$ cat config.mk
export PLATFORM = sky130hd
export DESIGN_NAME = binary_to_bcd_converter
export DESIGN_NICKNAME = d
export VERILOG_FILES = /design/src/b2bcd_pkg.sv /design/src/b2bcd_datapath.sv /design/src/b2bcd_ctrl.sv /design/src/binary_to_bcd_converter.sv
export SDC_FILE = /design/constraint.sdc
export NUM_CORES = 1
export LEC_CHECK = 0
export ABC_AREA = 1
export BUFFER_PORTS_ARGS = -buffer_cell sky130_fd_sc_hd__buf_4
export CORE_MARGIN = 3
export CORE_UTILIZATION = 25
export DETAILED_ROUTE_END_ITERATION = 12
export GPL_ROUTABILITY_DRIVEN = 0
export REMOVE_ABC_BUFFERS = 1
export SETUP_SLACK_MARGIN = 0.2
export SLEW_MARGIN = 15
export SYNTH_ARGS = -nofsm -noshare
export SYNTH_HDL_FRONTEND = slang
export SYNTH_SLANG_ARGS = --single-unit
$ cat constraint.sdc
create_clock -name clk -period 4.3 [get_ports clk]
set_clock_uncertainty 0.1 [all_clocks]
set_input_delay 0.86 -clock clk [delete_from_list [all_inputs] [get_ports clk]]
set_output_delay 0.86 -clock clk [all_outputs]
set_load 0.01 [all_outputs]
$ cat src/b2bcd_pkg.sv
// ----------------------------------------------------------------------------
// b2bcd_pkg
// Shared types and constants for the binary to BCD converter.
// ----------------------------------------------------------------------------
package b2bcd_pkg;

  // Widths of the binary input and the packed BCD output
  localparam int BIN_W       = 64;
  localparam int BCD_W       = 64;

  // Digits needed for any 64-bit value, and width of the full BCD register
  localparam int FULL_DIGITS = 20;
  localparam int FULL_BCD_W  = 4 * FULL_DIGITS;

  // Default count of digits kept in the result
  localparam int DIGITS_DEF  = 16;

  // Shift counter covers one step per input bit
  localparam int CNT_W       = $clog2(BIN_W);

  // Controller states
  typedef enum logic [1:0] {
    CTL_IDLE,
    CTL_SHIFT,
    CTL_DONE
  } ctl_state_t;

  // Commands from controller to datapath
  typedef struct packed {
    logic load;
    logic shift;
    logic capture;
  } dp_cmd_t;

endpackage

$ cat src/b2bcd_datapath.sv
// ----------------------------------------------------------------------------
// b2bcd_datapath
// Shift-add-3 datapath: binary shift register, full BCD register and the
// output payload registers.
// ----------------------------------------------------------------------------
module b2bcd_datapath #(
  parameter int DIGITS = b2bcd_pkg::DIGITS_DEF
) (
  input  logic                         clk,
  input  b2bcd_pkg::dp_cmd_t           cmd,
  input  logic [b2bcd_pkg::BIN_W-1:0]  bin_value,
  output logic [b2bcd_pkg::BCD_W-1:0]  bcd_digits,
  output logic                         overflow
);
  import b2bcd_pkg::*;

  localparam int KEEP_W = 4 * DIGITS;

  logic [BIN_W-1:0]      bin_r;
  logic [FULL_BCD_W-1:0] bcd_r;
  logic [FULL_BCD_W-1:0] bcd_adj;
  logic [BCD_W-1:0]      bcd_kept;
  logic [BCD_W-1:0]      out_bcd_r;
  logic                  out_ovf_r;

  // Add 3 to every digit of 5 or more before the shift
  always_comb begin
    for (int i = 0; i < FULL_DIGITS; i++) begin
      if (bcd_r[4*i +: 4] >= 4'd5) begin
        bcd_adj[4*i +: 4] = bcd_r[4*i +: 4] + 4'd3;
      end else begin
        bcd_adj[4*i +: 4] = bcd_r[4*i +: 4];
      end
    end
  end

  // Keep the low digits, zero the rest
  always_comb begin
    for (int i = 0; i < BCD_W / 4; i++) begin
      if (i < DIGITS) begin
        bcd_kept[4*i +: 4] = bcd_r[4*i +: 4];
      end else begin
        bcd_kept[4*i +: 4] = 4'd0;
      end
    end
  end

  // Load the operand, then shift one bit into the BCD register per step
  always_ff @(posedge clk) begin
    if (cmd.load) begin
      bin_r <= bin_value;
      bcd_r <= '0;
    end else if (cmd.shift) begin
      bcd_r <= {bcd_adj[FULL_BCD_W-2:0], bin_r[BIN_W-1]};
      bin_r <= {bin_r[BIN_W-2:0], 1'b0};
    end
  end

  // Capture the finished result into the output register
  always_ff @(posedge clk) begin
    if (cmd.capture) begin
      out_bcd_r <= bcd_kept;
      out_ovf_r <= |bcd_r[FULL_BCD_W-1:KEEP_W];
    end
  end

  assign bcd_digits = out_bcd_r;
  assign overflow   = out_ovf_r;

endmodule

$ cat src/b2bcd_ctrl.sv
// ----------------------------------------------------------------------------
// b2bcd_ctrl
// Controller: input and output handshakes, shift step counter and the
// sequencing of load, shift and capture.
// ----------------------------------------------------------------------------
module b2bcd_ctrl (
  input  logic                clk,
  input  logic                rst_n,
  input  logic                in_valid,
  output logic                in_stall,
  output logic                out_valid,
  input  logic                out_stall,
  output b2bcd_pkg::dp_cmd_t  cmd
);
  import b2bcd_pkg::*;

  ctl_state_t       state_r, state_nxt;
  logic [CNT_W-1:0] cnt_r, cnt_nxt;
  logic             out_valid_r, out_valid_nxt;

  // Hold the state, counter and output valid
  always_ff @(posedge clk) begin
    if (!rst_n) begin
      state_r     <= CTL_IDLE;
      cnt_r       <= '0;
      out_valid_r <= 1'b0;
    end else begin
      state_r     <= state_nxt;
      cnt_r       <= cnt_nxt;
      out_valid_r <= out_valid_nxt;
    end
  end

  // Next state and datapath commands
  always_comb begin
    state_nxt     = state_r;
    cnt_nxt       = cnt_r;
    out_valid_nxt = out_valid_r && out_stall;
    cmd           = '0;
    in_stall      = 1'b1;
    case (state_r)
      CTL_IDLE: begin
        in_stall = 1'b0;
        if (in_valid) begin
          cmd.load  = 1'b1;
          cnt_nxt   = '0;
          state_nxt = CTL_SHIFT;
        end
      end
      CTL_SHIFT: begin
        cmd.shift = 1'b1;
        cnt_nxt   = cnt_r + 1'b1;
        if (cnt_r == CNT_W'(BIN_W - 1)) begin
          state_nxt = CTL_DONE;
        end
      end
      CTL_DONE: begin
        // Wait until the output register is free
        if (!out_valid_r || !out_stall) begin
          cmd.capture   = 1'b1;
          out_valid_nxt = 1'b1;
          state_nxt     = CTL_IDLE;
        end
      end
      default: begin
        state_nxt = CTL_IDLE;
      end
    endcase
  end

  assign out_valid = out_valid_r;

  // A new operand always starts a fresh count of shift steps
  a_start_shift: assert property (@(posedge clk) disable iff (!rst_n)
    (in_valid && !in_stall) |=> (state_r == CTL_SHIFT && cnt_r == '0))
    else $error("conversion did not start with a cleared step count");

  // A result appears only after the last shift step
  a_valid_from_done: assert property (@(posedge clk) disable iff (!rst_n)
    $rose(out_valid) |-> $past(state_r == CTL_DONE))
    else $error("result raised outside the done state");

  // Never overwrite a result that is still waiting
  a_no_overwrite: assert property (@(posedge clk) disable iff (!rst_n)
    cmd.capture |-> (!out_valid_r || !out_stall))
    else $error("pending result overwritten");

  // The last shift step always leads to the done state
  a_last_step: assert property (@(posedge clk) disable iff (!rst_n)
    (state_r == CTL_SHIFT && cnt_r == CNT_W'(BIN_W - 1)) |=> (state_r == CTL_DONE))
    else $error("shift sequence did not end after the last step");

endmodule

$ cat src/binary_to_bcd_converter.sv
// An accepted operand is converted by 64 shift-add-3 steps, one per input bit, then
// captured into the output register once that register is free.
// The idle state accepts the next operand only after that capture.
// The next input is taken while a finished result waits in the output register.
// Reset (rst_n, synchronous, active low) clears the controller and out_valid.
// ----------------------------------------------------------------------------
// binary_to_bcd_converter
// Unsigned 64-bit binary to packed BCD conversion with overflow flag.
// ----------------------------------------------------------------------------
module binary_to_bcd_converter #(
  parameter int DIGITS = b2bcd_pkg::DIGITS_DEF
) (
  input  logic                         clk,
  input  logic                         rst_n,
  input  logic                         in_valid,
  output logic                         in_stall,
  input  logic [b2bcd_pkg::BIN_W-1:0]  in_bin_value,
  output logic                         out_valid,
  input  logic                         out_stall,
  output logic [b2bcd_pkg::BCD_W-1:0]  out_bcd_digits,
  output logic                         out_overflow
);
  import b2bcd_pkg::*;

  dp_cmd_t cmd;

  // Sequence the conversion
  b2bcd_ctrl u_ctrl (
    .clk       (clk),
    .rst_n     (rst_n),
    .in_valid  (in_valid),
    .in_stall  (in_stall),
    .out_valid (out_valid),
    .out_stall (out_stall),
    .cmd       (cmd)
  );

  // Shift-add-3 datapath and output register
  b2bcd_datapath #(
    .DIGITS (DIGITS)
  ) u_datapath (
    .clk        (clk),
    .cmd        (cmd),
    .bin_value  (in_bin_value),
    .bcd_digits (out_bcd_digits),
    .overflow   (out_overflow)
  );

endmodule

# [Word level (Yosys, flattened, before mapping)]
# Cells that the tools add are included.
[word_totals] input_bits=68 elab_cells=100 n_memories=0 latchBits=0 ramBits=0 rom_bits=0 ff_bits=218
[classes] shift=0 n_reduce_logical=10 addsub=21 n_bitwise=0 eq_ne=6 order_cmp=20 mux=36 multipliers=0 n_div=0
[op_table] operator="2-to-1 mux 64 bit" n=2
[op_table] operator=">= comparator 4 x 3 -> 1 bit, second input constant" n=20
[op_table] operator="adder 4 x 2 -> 4 bit, second input constant" n=19
[op_table] operator="2-to-1 mux 4 bit" n=19
[op_table] operator="OR reduction 16 bit" n=1
[op_table] operator="one-hot mux 6 bit (2 select lines)" n=1
[op_table] operator="2-to-1 mux 1 bit" n=8
[op_table] operator="adder 6 x 1 -> 6 bit, second input constant" n=1
[op_table] operator="== test 6 bit, second input constant" n=1
[op_table] operator="2-to-1 mux 2 bit" n=3
[op_table] operator="2-to-1 mux 6 bit" n=1
[op_table] operator="one-hot mux 2 bit (3 select lines)" n=1
[op_table] operator="!= test 2 x 1 -> 1 bit, second input constant" n=2
[op_table] operator="nonzero test 2 bit" n=2
[op_table] operator="adder 3 x 2 -> 3 bit, second input constant" n=1
[op_table] operator="2-to-1 mux 3 bit" n=1
[op_table] operator="AND reduction 3 bit" n=1
[op_table] operator="== test 2 x 1 -> 1 bit, second input constant" n=1
[op_table] operator="== test 2 bit, second input constant" n=1
[op_table] operator="logical NOT 1 bit" n=2
[op_table] operator="logical NOT 2 bit" n=1
[op_table] operator="!= test 2 bit, second input constant" n=1
[op_table] operator="AND reduction 2 bit" n=1
[op_table] operator="logical AND 1 bit" n=1
[op_table] operator="logical OR 1 bit" n=1

# [Longest topological paths before layout]
[depth] depth_word=4 depth_mapped=10 ltp_nobuf=10

# [Hierarchy]
# Synthesis repeated with hierarchy kept, for this count alone.
[hier_totals] hier_cells=1126 area_unflattened_um2=9860.7
[modules_own_cells] module="b2bcd_datapath" cells_each=1054 n_inst=1 area_each_um2=9375.2
[modules_own_cells] module="b2bcd_ctrl" cells_each=72 n_inst=1 area_each_um2=485.5

# [Worst setup path after synthesis]
# OpenSTA, ideal clock, no wires.
[synth_timing] path_type="input-to-reg" startpoint="input out_stall" endpoint="register u_datapath.out_bcd_r[0] (netlist: u_datapath.bcd_digits[0]), enable pin" path_stages=3 arrival_time_ns=3.686 path_slack_ns=0.025 path_buffers=0 cell_sequence="nand2_1 inv_1 nor2_1"
[synth_rtl] item="start, declared" line="binary_to_bcd_converter.sv:19" rtl="input logic out_stall,"
[synth_rtl] item="end signal, assigned" line="b2bcd_datapath.sv:62" rtl="out_bcd_r <= bcd_kept;"
[synth_rtl] item="end, declared" line="b2bcd_datapath.sv:23" rtl="logic [BCD_W-1:0] out_bcd_r;"

# [Worst setup path in the final report]
[layout_timing] startpoint="register u_ctrl.state_r[0]" endpoint="register u_datapath.bcd_r[76]"
[layout_between] elab_chain_cells=2
[layout_rtl] item="start, declared" line="b2bcd_ctrl.sv:17" rtl="ctl_state_t state_r, state_nxt;"
[layout_rtl] item="start signal, assigned" line="b2bcd_ctrl.sv:28" rtl="state_r <= state_nxt;"
[layout_rtl] item="== test 2 x 1 -> 1 bit or logical NOT 2 bit (tied branches)" line="b2bcd_ctrl.sv:41" rtl="case (state_r)"
[layout_rtl] item="2-to-1 mux 1 bit" line="b2bcd_ctrl.sv:41"
[layout_rtl] item="end signal, assigned" line="b2bcd_datapath.sv:54" rtl="bcd_r <= {bcd_adj[FULL_BCD_W-2:0], bin_r[BIN_W-1]};"
[layout_rtl] item="end, declared" line="b2bcd_datapath.sv:20" rtl="logic [FULL_BCD_W-1:0] bcd_r;"
# Several ways; a longest one is shown, not always the timed one.
# A chain may end at the register's enable or synchronous reset.

==> impl_metrics.yaml <==
logic_synthesis:
  yosysSeqAreaShare_pct: 58.8
  syn_avg_cell_area_um2: 9.25
  yosys_register_bits: 218
  ys_types: 25
  synth.most_common_cell: "nand2_1"
  yosys_warnings: 0
  synth_flop_cell: "edfxtp_1"
  synth_common_cells: "nand2_1, edfxtp_1, inv_1, dfxtp_1, o21ai_0"
  synth_area_mm2: 0.00962
  synth.largest_area_cell: "edfxtp_1"
  postSynthCellCount: 1040
  synth_edf_count: 129
  synthArstFlopShare_pct: 0
  synth.area.top_cells: "edfxtp_1, dfxtp_1, nand2_1"
  synth_top_area_share_pct: 40.3
detailed_routing:
  top_layer: "met4"
  via_per_inst: 4.21
  wl_met3_um: 1170
  drtPass1Iterations: 5
  vias: 7167
  dr_wl_met2_um: 9240
  drt_iter0_drc: 357
  ant_nets: 0
  drt-met1-wl_um: 10200
  wl_per_cell_um: 12.4
  drc_errors: 0
  wl_um: 21200
sta:
  setup-violations-final: 0
  slew_violations: 0
  min_period_ns: 2.30
  fin_crit_sh_pct: 53.6
  rsz0062_at_grt: "false"
  finalHoldViolations: 0
  worst_pin_slew_ns: 1.05
  fmax_ghz: 0.434
  setup_tns_ns: 0
  timing.slew.headroom_pct: 29.8
clock_network:
  numCtsBuffers: 25
  cts_buffer_depth: 3
  tritoncts: "yes"
  cts_setup_buffers: 0
  cts-root-buf: "clkbuf_16"
  clk_latency_ns: 0.53
  ctsHoldBuffers: 0
  htree_levels: 1
  cts_sinks: 218
  cts_resized: 0
  clk_pin_slew_ns: 0.06
cells_and_area:
  syn_to_final_growth_pct: 24.2
  final_core_util_pct: 31.6
  register_area_mm2: 0.00566
  num-fill-cells: 3971
  antenna-diode-count: 0
  multi_input_area_mm2: 0.00341
  final_nets: 1287
  layout-drive-gt1-share_pct: 16.1
global_routing:
  grt_usage_pct: 10.0
  grt_pass1_wl_um: 34500
  grt_pass1_vias: 6945
  grt-ovfl-total: 0
  antenna_found_initial: 0
  grt_max_degree: 82
pwr:
  peakVddDrop_v: 0.000265
  leakage_nw: 4.96
  p_total_mw: 5.49
  power_per_cell_area_mw_per_mm2: 460
die:
  die_w_um: 202
  die_h_um: 202
  rows: 71
  core-area_mm2: 0.0378
  initial_core_util_pct: 25.4
  fp.dieArea_mm2: 0.0409
  ioPinCount: 135
place:
  hpwl_um: 13600
  portBuffers: 134
hold_path:
  min-delay-path-class: "reg2reg"
  holdCritStartpoint: "u_datapath.bcd_r[41]"
critical_path:
  startpoint_type: "flop"
  cp.required_ns: 4.66
  worst_setup_path_end_kind: "flop"
  critPathKind: "reg2reg"
  cp.arrival_ns: 2.67
  crit_fanout: 50
  rr_startpoint: "u_ctrl.state_r[0]"
  worstSetupStartpoint: "u_ctrl.state_r[0]"
outcome:
  status: "finished, final reports clean"
job:
  maxCapViolCount: 0
==> layout by cell type (no fill, tap or decap), drive strengths merged <==
cell	instances
o21ai	61
clkinvlp	2
edfxtp	129
ha	45
dfxtp	89
nand3	44
inv	98
clkbuf	30
o211ai	16
bufinv	2
nand2	398
o21a	1
nor3	1
nand4	1
nor2	57
o22ai	21
clkinv	8
buf	141
xor2	14
a21oi	35
==> flip-flops by register name (all words and copies together) (netlist names) <==
name                   flops
u_datapath.bcd_r          80
u_datapath.bcd_digits     64
u_datapath.bin_r          64
u_datapath.overflow        1
u_ctrl.cnt_r               6
u_ctrl.state_r             2
u_ctrl.out_valid           1
==> worst max-delay path: stages, from the launching register on <==
cell	delay, ns
dfxtp_1	0.50
nand2_4	0.26
inv_2	0.72
buf_4	0.38
nand3_1	0.10
o21ai_0	0.15
==> metrics by stage <==
stage	setup WS [ns]	std cells	area [um2]	hold WS, ns
after global routing	1.78	1704	12000	0.393
after global placement	1.79	1658	11100	0.352
after CTS	1.95	1704	12000	0.363
after detailed placement	1.75	1658	11100	0.352
final	2.00	1704	12000	0.366
after floorplan	0.0248	1006	9400	0.322
==> where the power goes <==
part / leakage (nW) / internal [mW] / total, mW / switching (mW)
Clock: 0.402 / 1.24 / 2.13 / 0.889
Sequential: 1.97 / 2.55 / 2.64 / 0.0876
Combinational: 2.58 / 0.247 / 0.732 / 0.485
Total: 4.96 / 4.03 / 5.49 / 1.46
==> final timing paths <==
kind / slack (ns) / end / depth (start not counted)
setup / recovery: 2.00 / u_datapath.bcd_r[76] / 5
hold / removal: 0.37 / u_datapath.bcd_digits[41] / 0
hold reg to reg: 0.37 / u_datapath.bcd_digits[41] / 0
setup reg to reg: 2.00 / u_datapath.bcd_r[76] / 5
==> final cells by class <==
class                      count  share of cell area (%)
clock buffer                  30                    5.56
clock inverter                16                    1.33
inverter                      94                    2.97
multi-input combinational    694                    28.5
sequential                   218                    47.3
tap                          511                    5.35
timing repair buffer         141                    8.96
==> per-layer routing <==
metal / track usage (%) / up-vias
met2: 16.3 / 171
met3: 2.09 / 44
li1: - / 3683
met1: 13.6 / 3269
met4: 2.99 / 0
met5: 0 / -
==> cell families (layout without fill, tap and decap cells) <==
logic type / Yosys count / in the layout / share of synthesized area [%]
fa+ha+maj: 45 / 45 / 5.85
compound gates: 134 / 134 / 7.72
flops: 218 / 218 / 58.8
buf+inv: 128 / 281 / 6.02
simple gates: 501 / 501 / 20.4
xor+xnor: 14 / 14 / 1.27
No activity file was read; power rests on OpenSTA's default activity.
